<file path="src/sv/lbe_pkg.sv">
// Shared types, constants and helpers for the Lagrange basis evaluator.
`timescale 1ns / 1ps
`default_nettype none
package lbe_pkg;

	localparam int DEF_MAX_NODES = 16;
	localparam int DEF_FRAC_BITS = 28;
	localparam int DATA_W        = 32;
	localparam int DIV_STEPS     = 32;

	// request kinds on s_tuser
	localparam logic OP_WRITE = 1'b0;
	localparam logic OP_EVAL  = 1'b1;

	typedef enum logic [3:0] {
		ST_IDLE,
		ST_RD_K,
		ST_LD_K,
		ST_SCAN_RD,
		ST_SCAN_CMP,
		ST_LOOP_RD,
		ST_LOOP_SUB,
		ST_DIV_GO,
		ST_DIV_WAIT,
		ST_MUL,
		ST_MCLIP,
		ST_DONE
	} lbe_state_t;

	// divider status back to the sequencer
	typedef struct packed {
		logic              done;
		logic              big;   // quotient >= 2^32
		logic [DATA_W-1:0] quo;
	} div_res_t;

	typedef struct packed {
		logic [DATA_W-1:0] val;
		logic              sat;
	} clip_t;

	// sign and magnitude to saturated 32-bit two's complement
	function automatic clip_t clip32(input logic neg, input logic [63:0] mag);
		clip_t r;
		r.sat = 1'b0;
		if (neg) begin
			if (mag > 64'h0000_0000_8000_0000) begin
				r.sat = 1'b1;
				r.val = 32'h8000_0000;
			end else begin
				r.val = 32'(-mag[31:0]);
			end
		end else begin
			if (mag > 64'h0000_0000_7FFF_FFFF) begin
				r.sat = 1'b1;
				r.val = 32'h7FFF_FFFF;
			end else begin
				r.val = mag[31:0];
			end
		end
		return r;
	endfunction

endpackage
`default_nettype wire

</file>
<file path="src/sv/lagrange_basis_evaluator_core.sv">
// Top level: node table, sequencer and datapath of the Lagrange basis evaluator.
//
//  port group | dir | payload                                        | transfer
//  -----------+-----+------------------------------------------------+-----------------
//  s_*        | in  | tuser: operation; tdata: node_index, node_value,| tvalid & tready
//             |     |   point, basis_index                           |
//  m_*        | out | tdata: basis_value; tuser: saturated,           | tvalid & tready
//             |     |   zero_divisor                                 |
//  cfg_*      | in  | node_count (5 bits)                            | cfg_we
//
// A node write is accepted while idle; s_tready stays high there for back-to-back writes.
// An evaluate request of n nodes first runs a duplicate scan, one read and one compare
// per node through the registered table read port, then per other node one read, one
// subtract, one divider start, a wait on the single bit-serial divider, one multiply
// and one clip. A quotient of 2^32 or more is flagged done in the cycle after the
// divider start, without running the bit-serial steps.
// Results sit in an output register; a stalled m_tready only holds the sequencer
// once the next result is ready. Reset clears control and node_count (to 1); the
// node table is not cleared.
`timescale 1ns / 1ps
`default_nettype none
module lagrange_basis_evaluator_core
	import lbe_pkg::*;
#(
	parameter int MAX_NODES = DEF_MAX_NODES,
	parameter int FRAC_BITS = DEF_FRAC_BITS
) (
	input  wire logic        clk,
	input  wire logic        arst_n,
	input  wire logic        s_tvalid,
	output      logic        s_tready,
	input  wire logic [71:0] s_tdata,   // [3:0] node_index, [35:4] node_value,
	                                    // [67:36] point, [71:68] basis_index
	input  wire logic        s_tuser,   // [0] operation
	output      logic        m_tvalid,
	input  wire logic        m_tready,
	output      logic [31:0] m_tdata,   // [31:0] basis_value
	output      logic [1:0]  m_tuser,   // [0] saturated, [1] zero_divisor
	input  wire logic        cfg_we,
	input  wire logic [4:0]  cfg_wdata
);

	localparam int NIDX = $clog2(MAX_NODES);
	localparam int CW   = $clog2(MAX_NODES + 1);
	localparam logic [31:0] ONE = 32'(64'd1 << FRAC_BITS);

	lbe_state_t state_q, state_d;

	// request fields
	logic        req_op;
	logic [3:0]  req_nidx;
	logic [31:0] req_nval;
	logic [31:0] req_point;
	logic [3:0]  req_k;
	logic        accept;

	assign req_op    = s_tuser;
	assign req_nidx  = s_tdata[3:0];
	assign req_nval  = s_tdata[35:4];
	assign req_point = s_tdata[67:36];
	assign req_k     = s_tdata[71:68];
	assign accept    = s_tvalid && s_tready;

	logic [4:0] node_count_q;

	// node count clamped to 1..MAX_NODES
	logic [7:0] cnt_ext, n8, k_ext, ni_ext;
	assign cnt_ext = 8'(node_count_q);
	assign k_ext   = 8'(req_k);
	assign ni_ext  = 8'(req_nidx);
	always_comb begin
		if (cnt_ext == 8'd0)
			n8 = 8'd1;
		else if (cnt_ext > 8'(MAX_NODES))
			n8 = 8'(MAX_NODES);
		else
			n8 = cnt_ext;
	end

	// node table
	logic [31:0]     mem [MAX_NODES];
	logic [31:0]     rd_q;
	logic [NIDX-1:0] raddr;
	logic            mem_we;

	// sequencer registers
	logic [CW-1:0] n_q, k_q, j_q;
	logic [31:0]   x_q, xk_q, prod_q, q_q;
	logic          sat_q, zd_q;
	logic          num_neg_q, den_neg_q, mul_neg_q;
	logic [32:0]   num_mag_q, den_mag_q;
	logic [63:0]   mprod_q;

	// output register
	logic        m_valid_q;
	logic [31:0] m_data_q;
	logic [1:0]  m_user_q;

	// control from the output decode
	logic rd_k_sel;
	logic div_start;
	logic out_load;

	div_res_t div_res;

	logic j_last, j_is_k;
	assign j_last = j_q == CW'(n_q - CW'(1));
	assign j_is_k = j_q == k_q;

	assign mem_we = accept && req_op == OP_WRITE && ni_ext < 8'(MAX_NODES);
	assign raddr  = rd_k_sel ? k_q[NIDX-1:0] : j_q[NIDX-1:0];

	always_ff @(posedge clk) begin
		if (mem_we)
			mem[ni_ext[NIDX-1:0]] <= req_nval;
		rd_q <= mem[raddr];
	end

	// next state
	always_comb begin
		state_d = state_q;
		case (state_q)
			ST_IDLE: begin
				if (accept && req_op == OP_EVAL)
					state_d = (k_ext < n8) ? ST_RD_K : ST_DONE;
			end
			ST_RD_K:     state_d = ST_LD_K;
			ST_LD_K:     state_d = ST_SCAN_RD;
			ST_SCAN_RD:  state_d = ST_SCAN_CMP;
			ST_SCAN_CMP: begin
				if (!j_is_k && rd_q == xk_q)
					state_d = ST_DONE;
				else if (j_last)
					state_d = ST_LOOP_RD;
				else
					state_d = ST_SCAN_RD;
			end
			ST_LOOP_RD: begin
				if (!j_is_k)
					state_d = ST_LOOP_SUB;
				else if (j_last)
					state_d = ST_DONE;
			end
			ST_LOOP_SUB: state_d = ST_DIV_GO;
			ST_DIV_GO:   state_d = ST_DIV_WAIT;
			ST_DIV_WAIT: begin
				if (div_res.done)
					state_d = ST_MUL;
			end
			ST_MUL:      state_d = ST_MCLIP;
			ST_MCLIP:    state_d = j_last ? ST_DONE : ST_LOOP_RD;
			ST_DONE: begin
				if (!m_valid_q || m_tready)
					state_d = ST_IDLE;
			end
			default:     state_d = ST_IDLE;
		endcase
	end

	// output decode
	always_comb begin
		s_tready  = 1'b0;
		rd_k_sel  = 1'b0;
		div_start = 1'b0;
		out_load  = 1'b0;
		case (state_q)
			ST_IDLE:   s_tready  = 1'b1;
			ST_RD_K:   rd_k_sel  = 1'b1;
			ST_DIV_GO: div_start = 1'b1;
			ST_DONE:   out_load  = !m_valid_q || m_tready;
			default: begin
				s_tready = 1'b0;
			end
		endcase
	end

	always_ff @(posedge clk or negedge arst_n) begin
		if (!arst_n) begin
			state_q      <= ST_IDLE;
			node_count_q <= 5'd1;
			m_valid_q    <= 1'b0;
		end else begin
			state_q <= state_d;
			if (cfg_we)
				node_count_q <= cfg_wdata;
			if (out_load)
				m_valid_q <= 1'b1;
			else if (m_tready)
				m_valid_q <= 1'b0;
		end
	end

	// datapath
	logic signed [32:0] num_s, den_s;
	clip_t              q_clip, p_clip;
	logic [63:0]        q_mag;
	logic               q_neg;
	logic [31:0]        prod_abs, q_abs;
	logic [63:0]        pm;

	assign num_s = {x_q[31], x_q} - {rd_q[31], rd_q};
	assign den_s = {xk_q[31], xk_q} - {rd_q[31], rd_q};

	assign q_mag  = div_res.big ? 64'h0000_0001_0000_0000 : {32'b0, div_res.quo};
	assign q_neg  = (num_neg_q ^ den_neg_q) && (q_mag != 64'd0);
	assign q_clip = clip32(q_neg, q_mag);

	assign prod_abs = prod_q[31] ? 32'(-prod_q) : prod_q;
	assign q_abs    = q_q[31] ? 32'(-q_q) : q_q;

	assign pm     = mprod_q >> FRAC_BITS;
	assign p_clip = clip32(mul_neg_q && pm != 64'd0, pm);

	always_ff @(posedge clk) begin
		case (state_q)
			ST_IDLE: begin
				x_q    <= req_point;
				k_q    <= k_ext[CW-1:0];
				n_q    <= n8[CW-1:0];
				prod_q <= '0;
				sat_q  <= 1'b0;
				zd_q   <= 1'b0;
			end
			ST_LD_K: begin
				xk_q   <= rd_q;
				j_q    <= '0;
				prod_q <= ONE;
			end
			ST_SCAN_CMP: begin
				if (!j_is_k && rd_q == xk_q) begin
					zd_q   <= 1'b1;
					prod_q <= '0;
				end else if (j_last) begin
					j_q <= '0;
				end else begin
					j_q <= j_q + CW'(1);
				end
			end
			ST_LOOP_RD: begin
				if (j_is_k && !j_last)
					j_q <= j_q + CW'(1);
			end
			ST_LOOP_SUB: begin
				num_neg_q <= num_s[32];
				den_neg_q <= den_s[32];
				num_mag_q <= num_s[32] ? 33'(-num_s) : 33'(num_s);
				den_mag_q <= den_s[32] ? 33'(-den_s) : 33'(den_s);
			end
			ST_DIV_WAIT: begin
				if (div_res.done) begin
					q_q   <= q_clip.val;
					sat_q <= sat_q | q_clip.sat;
				end
			end
			ST_MUL: begin
				mprod_q   <= 64'(prod_abs) * 64'(q_abs);
				mul_neg_q <= prod_q[31] ^ q_q[31];
			end
			ST_MCLIP: begin
				prod_q <= p_clip.val;
				sat_q  <= sat_q | p_clip.sat;
				if (!j_last)
					j_q <= j_q + CW'(1);
			end
			default: begin
				j_q <= j_q;
			end
		endcase
		if (out_load) begin
			m_data_q <= prod_q;
			m_user_q <= {zd_q, sat_q};
		end
	end

	lbe_div #(
		.FRAC_BITS(FRAC_BITS)
	) u_div (
		.clk    (clk),
		.arst_n (arst_n),
		.start  (div_start),
		.num_mag(num_mag_q),
		.den_mag(den_mag_q),
		.res    (div_res)
	);

	assign m_tvalid = m_valid_q;
	assign m_tdata  = m_data_q;
	assign m_tuser  = m_user_q;

	a_zd_clean: assert property (@(posedge clk) disable iff (!arst_n)
		m_tvalid && m_tuser[1] |-> m_tdata == 32'd0 && !m_tuser[0])
		else $error("duplicate-node result not clean zero");
	a_j_in_range: assert property (@(posedge clk) disable iff (!arst_n)
		(state_q == ST_SCAN_CMP || state_q == ST_LOOP_RD || state_q == ST_MCLIP)
		|-> j_q < n_q) else $error("node counter past node count");
	a_div_idle: assert property (@(posedge clk) disable iff (!arst_n)
		state_q == ST_IDLE |-> !div_res.done) else $error("divider done while idle");

endmodule
`default_nettype wire

</file>
<file path="src/sv/lbe_div.sv">
// Radix-2 restoring divider: (num_mag * 2^FRAC_BITS) / den_mag, one bit per cycle.
`timescale 1ns / 1ps
`default_nettype none
module lbe_div
	import lbe_pkg::*;
#(
	parameter int FRAC_BITS = DEF_FRAC_BITS
) (
	input  wire logic        clk,
	input  wire logic        arst_n,
	input  wire logic        start,
	input  wire logic [32:0] num_mag,
	input  wire logic [32:0] den_mag,
	output      div_res_t    res
);

	logic [64:0] ext;
	logic [32:0] rem_q;
	logic [32:0] den_q;
	logic [31:0] low_q;
	logic [5:0]  cnt_q;
	logic        busy_q;
	logic        done_q;
	logic        big_q;
	logic [33:0] trial;
	logic [33:0] diff;
	logic        ge;

	// dividend split: upper part seeds the remainder, lower 32 bits are brought down
	assign ext   = {32'b0, num_mag} << FRAC_BITS;
	assign trial = {rem_q, low_q[31]};
	assign ge    = trial >= {1'b0, den_q};
	assign diff  = trial - {1'b0, den_q};

	always_ff @(posedge clk or negedge arst_n) begin
		if (!arst_n) begin
			busy_q <= 1'b0;
			done_q <= 1'b0;
			cnt_q  <= '0;
		end else if (start) begin
			if (ext[64:32] >= den_mag) begin
				busy_q <= 1'b0;
				done_q <= 1'b1;
			end else begin
				busy_q <= 1'b1;
				done_q <= 1'b0;
				cnt_q  <= 6'(DIV_STEPS);
			end
		end else if (busy_q) begin
			cnt_q <= cnt_q - 6'd1;
			if (cnt_q == 6'd1) begin
				busy_q <= 1'b0;
				done_q <= 1'b1;
			end
		end else begin
			done_q <= 1'b0;
		end
	end

	always_ff @(posedge clk) begin
		if (start) begin
			den_q <= den_mag;
			big_q <= ext[64:32] >= den_mag;
			rem_q <= ext[64:32];
			low_q <= ext[31:0];
		end else if (busy_q) begin
			rem_q <= ge ? diff[32:0] : trial[32:0];
			low_q <= {low_q[30:0], ge};
		end
	end

	assign res.done = done_q;
	assign res.big  = big_q;
	assign res.quo  = low_q;

	a_rem_below_den: assert property (@(posedge clk) disable iff (!arst_n)
		busy_q |-> rem_q < den_q) else $error("divider remainder not below divisor");
	a_no_restart: assert property (@(posedge clk) disable iff (!arst_n)
		start |-> !busy_q) else $error("divider restarted while busy");

endmodule
`default_nettype wire
</file>
<file path="config.mk">
export PLATFORM = sky130hd
export DESIGN_NAME = lagrange_basis_evaluator_core
export DESIGN_NICKNAME = d
export VERILOG_FILES = /design/src/sv/lbe_pkg.sv /design/src/sv/lagrange_basis_evaluator_core.sv /design/src/sv/lbe_div.sv
export SDC_FILE = /design/constraint.sdc
export NUM_CORES = 2
export LEC_CHECK = 0
export BUFFER_PORTS_ARGS = -buffer_cell sky130_fd_sc_hd__buf_4
export CELL_PAD_IN_SITES_DETAIL_PLACEMENT = 0
export CELL_PAD_IN_SITES_GLOBAL_PLACEMENT = 1
export CORE_MARGIN = 2
export CORE_UTILIZATION = 35
export DETAILED_ROUTE_END_ITERATION = 12
export PLACE_DENSITY_LB_ADDON = 0.05
export SLEW_MARGIN = 20
export SYNTH_ARGS = -nofsm -noshare
export SYNTH_HDL_FRONTEND = slang
export SYNTH_HIERARCHICAL = 1
export SYNTH_SLANG_ARGS = --single-unit
</file>
<file path="constraint.sdc">
create_clock -name clk -period 16.35 [get_ports clk]
set_input_delay 2.4525 -clock clk [delete_from_list [all_inputs] [get_ports clk]]
set_output_delay 2.4525 -clock clk [all_outputs]
set_load 0.01 [all_outputs]
</file>
Word level (Yosys, flattened, before mapping)
Memories as Yosys holds them, arrays and structs flattened. A register that Yosys moved wholly into a read port is not among the register bits.
Index checks and enable logic that the tools add are counted.
{"block": "word_totals", "register_bits": 428, "latchBits": 0, "ram_bits": 512, "romBits": 0, "in_bits": 83, "output_inout_bits": 36, "elab_cells": 176, "memories": 1}
{"block": "op_classes", "n_addsub": 12, "mul": 1, "div": 0, "n_lt_le_gt_ge": 9, "eq_ne": 25, "n_shift": 0, "muxes": 63, "bitwise": 5, "reduce_logical": 29}
{"memory": "mem", "words": 16, "width": 32, "read_ports": 1, "rd_clocked_by_memory_dff": 1, "wr": 1, "line": "lagrange_basis_evaluator_core.sv:81", "source": "logic [31:0] mem [MAX_NODES];"}
{"cell": "$mux 32", "count": 11}
{"cell": "$mux 33", "count": 4}
{"cell": "$neg 32->32", "count": 4}
{"cell": "$pmux 32 s4", "count": 1}
{"cell": "$reduce_bool 64->1", "count": 2}
{"cell": "$neg 33->33", "count": 2}
{"cell": "$sub 32x32->33", "count": 2}
{"cell": "$mul 32x32->64", "count": 1}
{"cell": "$mux 29", "count": 2}
{"cell": "$pmux 4 s12", "count": 1}
{"cell": "$gt 36x31->1 const B", "count": 1}
{"cell": "$gt 36x32->1 const B", "count": 1}
{"cell": "$mux 4", "count": 9}
{"cell": "$ge 34x33->1", "count": 1}
{"cell": "$ge 29x33->1", "count": 1}
{"cell": "$gt 33x31->1 const B", "count": 1}
{"cell": "$gt 33x32->1 const B", "count": 1}
{"cell": "$sub 33x33->33", "count": 1}
{"cell": "$eq 32x32->1", "count": 1}
{"cell": "$mux 5", "count": 5}
{"cell": "$mux 1", "count": 22}
{"cell": "$pmux 5 s4", "count": 1}
{"cell": "$mux 6", "count": 3}
{"cell": "$eq 4x3->1 const B", "count": 4}
{"cell": "other kinds (32)", "count": 62}

Depth between registers and ports, before layout
{"block": "depth", "depth_word": 7, "depth_mapped": 37, "ltp_nobuf": 34}

By module
The synthesis kept the hierarchy.
{"module": "lagrange_basis_evaluator_core", "n_inst": 1, "cells_each": 6410, "area_each_um2": 70447.6, "seq_area_each_um2": 24765.0}
{"module": "lbe_div", "n_inst": 1, "cells_each": 718, "area_each_um2": 6912.9, "seq_area_each_um2": 2852.7}

Least setup slack after synthesis
No wires, ideal clock.
{"block": "synth_path", "path_kind": "reg-to-reg", "start": "reg prod_q[0]", "end": "reg mprod_q[60], data pin", "setup_time_ps": 158, "arrival_time_ps": 9862, "required_time_ps": 16192, "path_slack_ps": 6330, "stages_incl_launch_ff": 35, "synth_period_minus_slack_ps": 10020, "cell_sequence": "edfxtp_1 > clkbuf_1 > inv_1 > clkbuf_1 > ha_1 > nand3_1 > or4_1 > or2_2 > o41ai_1 > xor2_1 > clkbuf_1 > nor2_1 > fa_1 > fa_1 > inv_1 > fa_1 > fa_1 > inv_1 > fa_1 > fa_1 > fa_1 > inv_1 > fa_1 > inv_1 > ha_1 > and3_1 > and2_1 > o2111ai_1 > nor2_1 > a211oi_1 > a21oi_1 > o21ai_0 > a21oi_1 > or4b_2 > o211ai_1"}
{"block": "synth_between", "elab_chain_cells": 3}
{"element": "start, declared", "line": "lagrange_basis_evaluator_core.sv:88", "source": "logic [31:0] x_q, xk_q, prod_q, q_q;"}
{"element": "start signal, assigned", "line": "lagrange_basis_evaluator_core.sv:260", "source": "prod_q <= p_clip.val;"}
{"element": "$neg 32->32", "line": "lagrange_basis_evaluator_core.sv:208", "source": "assign prod_abs = prod_q[31] ? 32'(-prod_q) : prod_q;"}
{"element": "$mux 32 (*)", "line": "lagrange_basis_evaluator_core.sv:208"}
{"element": "$mul 32x32->64 (*)", "line": "lagrange_basis_evaluator_core.sv:256", "source": "mprod_q <= 64'(prod_abs) * 64'(q_abs);"}
{"element": "end signal, assigned", "line": "lagrange_basis_evaluator_core.sv:256"}
{"element": "end, declared", "line": "lagrange_basis_evaluator_core.sv:92", "source": "logic [63:0] mprod_q;"}
Mark *: on every way between the ends. The rest lies on a longest branch, timed or not.
A chain may end at the register's enable or synchronous reset.

Final worst setup path
{"block": "layout_path", "start": "reg q_q[0]", "end": "reg mprod_q[60], data pin"}
{"block": "layout_between", "elab_chain_cells": 3}
{"element": "start, declared", "line": "lagrange_basis_evaluator_core.sv:88"}
{"element": "start signal, assigned", "line": "lagrange_basis_evaluator_core.sv:251", "source": "q_q <= q_clip.val;"}
{"element": "$neg 32->32", "line": "lagrange_basis_evaluator_core.sv:209", "source": "assign q_abs = q_q[31] ? 32'(-q_q) : q_q;"}
{"element": "$mux 32 (*)", "line": "lagrange_basis_evaluator_core.sv:209"}
{"element": "$mul 32x32->64 (*)", "line": "lagrange_basis_evaluator_core.sv:256"}
Marked as above.

==> flow_summary.yaml <==
worst_setup_path:
  critical_path_class: "register to register"
  crit_fanout: 23
  r2r_start: "q_q[0]"
  critPathMostFrequentCell: "fa_1"
  crit_path_end_kind: "register"
  crit_slowest_cell: "or4b_2"
  r2r_cells: 37
  crit_arrival_ns: 12.43
  crit_path_max_incr_delay_ns: 0.63
  cp-startpoint: "q_q[0]"
  start_kind: "register"
  crit_required_ns: 16.91
detailed_routing:
  drc_errors: 0
  wire_per_inst_um: 27.0
  ant_nets: 0
  routed_wl_mm: 277
  initialDrtViolationCount: 3520
  drt_first_pass_iters: 5
  vias: 53959
  detail_route.vias_per_cell: 5.25
global_routing:
  grt_pass1_vias: 56845
  grt_pass1_wl_mm: 403
  grt_max_degree: 69
  grt-busiest-layer: "met2"
  grt_use_met3_pct: 2.67
  grt_use_met2_pct: 44.6
  grt_antenna_before_repair: 9
  grtUsageMet1_pct: 30.5
  track_usage_pct: 24.8
  gr-total-overflow: 0
min_path:
  hp-class: "register to register"
  hp-start: "rd_q[20]"
  min_path_cells: 0
floorplan:
  die_x_um: 474
  ios: 119
  die_area_um2: 225000
  start_util_pct: 35.2
  core_area_um2: 220000
  die-height_um: 474
  rows: 172
synthesis:
  async_flop_share_pct: 1.91
  synth_enable_flop_cells: 862
  yosys_warnings: 6
  synthesis.nets: 8509
  synth_ff_type: "edfxtp_1"
  synth.yosys.seq_area_share_pct: 35.7
  ys_ff_latch: 944
  synth.distinct_cells: 101
  synth_area_per_cell_um2: 10.9
  synth_area_um2: 77400
  netlist_instances: 7128
cts:
  hold_buffers: 0
  postCtsSetupBuffers: 0
  cts_max_path_buffers: 3
  cts-root-buf: "clkbuf_16"
  path_clk_slew_ns: 0.06
  clkSinkCount: 944
  htreeDepth: 3
  post_cts_resized: 0
  clk_latency_ns: 0.77
  cts_buffers: 104
  cts_tree: "yes"
finish:
  nNetsFinal: 8613
  instances_no_fill: 10274
  layout_commonest_cell: "inv_1"
  area_growth_pct: 11.6
  mostFrequentLayoutCells: "1085 x inv_1, 898 x fa_1, 862 x edfxtp_1"
  fillers: 21546
  final_area_um2: 86300
  drive_gt1_share_pct: 10.4
placement:
  portBuffers: 118
  dp_hpwl_mm: 206
  placed_cell_area_um2: 83000
  dp.cells: 10084
  place_congestion: 0.889
sta:
  period_minus_slack_ns: 11.87
  skew_ns: 0.0604
  relSlewSlack_pct: 17.1
  worstMarginPinSlew_ns: 1.24
  fin_crit_sh_pct: 72.6
  max_freq_mhz: 84.3
  finalHoldViolCount: 0
  setup_violations: 0
  whs_ns: 0.431
  rsz0062_at_grt: "false"
  maxSlewViolCount: 0
  setup_tns_ns: 0
run_status:
  status: "complete, no violations"
job:
  maxCapViolations: 0
worst max-delay path: cells and delay by family, from the launching register on:
family                     cells  cell delay [ns]
xor gates and xnor gates       1             0.16
and+or+nand+nor                6             2.20
buffers and inverters         10             1.73
adders and majority gates     10             4.63
AOI/OAI and AO/OA             10             2.61
DFF                            1             0.35
per-layer routing:
metal,share of wire [%],wire (um)
met1,41,113000
met2,52,143000
met3,3.6,9910
met4,4.3,11900
met5,0.030,82
state kept, by name, summed over array words and instances, names as in the netlist, 33 cells and up:
signal	count
mem	512
mprod_q	36
den_mag_q	33
num_mag_q	33
u_div/den_q	33
u_div/rem_q	33
cells in the mapped netlist, drive strengths merged, types with 46 or more instances:
master     n  area (um2)
xor2     131        1150
and2      56         350
nor2     794        3010
fa       898       18000
xnor2    172        1530
nand4     46         294
a21o     103         773
a21oi    266        1340
a211oi    55         413
dfxtp     64        1280
nand3     61         305
a31oi     92         591
buf       59         282
o21ai    178         891
ha       400        5000
mux4     128        2880
edfxtp   862       25900
nand2    725        2720
nor3      89         445
inv     1086        4080
clkbuf   250         938
final timing paths:
| path | endpoint | slack [ns] |
|---|---|---|
| max | mprod_q[60] | 4.48 |
| min | xk_q[20] | 0.43 |
| max reg2reg | mprod_q[60] | 4.48 |
| min reg2reg | xk_q[20] | 0.43 |
| max in group asynchronous | u_div/busy_q | 14.41 |
| min in group asynchronous | node_count_q[2] | 1.59 |
through the flow:
step           setup slack [ns]  utilization (%)
2_1_floorplan              6.33                -
3_3_place_gp               4.53             37.8
3_5_place_dp               4.45             37.8
4_1_cts                    4.43             39.3
5_1_grt                    4.07             39.3
6_report                   4.48             39.3
cell type report:
type	instances	area (um2)	area share, %
Sequential cell	944	27600	32.0
Timing Repair Buffer	307	2320	2.69
Tap cell	2958	3700	4.29
Inverter	1087	4080	4.73
Antenna cell	2	5.00	0.00580
Clock inverter	42	472	0.546
Multi-Input combinational cell	4788	45300	52.5
Clock buffer	146	2820	3.27
cells by family (layout without fill, tap and decap cells):
family | Yosys count | count (layout) | synth area share, %
adder cells (fa/ha/maj) | 1298 | 1298 | 29.7
multiplexers | 190 | 190 | 4.57
XOR/XNOR | 303 | 303 | 3.46
buffers and inverters | 1396 | 1582 | 6.85
flip-flops | 944 | 944 | 35.7
AO/OA/AOI/OAI | 980 | 980 | 8.27
other | 0 | 2 | 0
AND/OR/NAND/NOR | 2017 | 2017 | 11.4
Power is not shown: default switching activity piles up to over one toggle a cycle in this logic, so the estimate is an artifact.
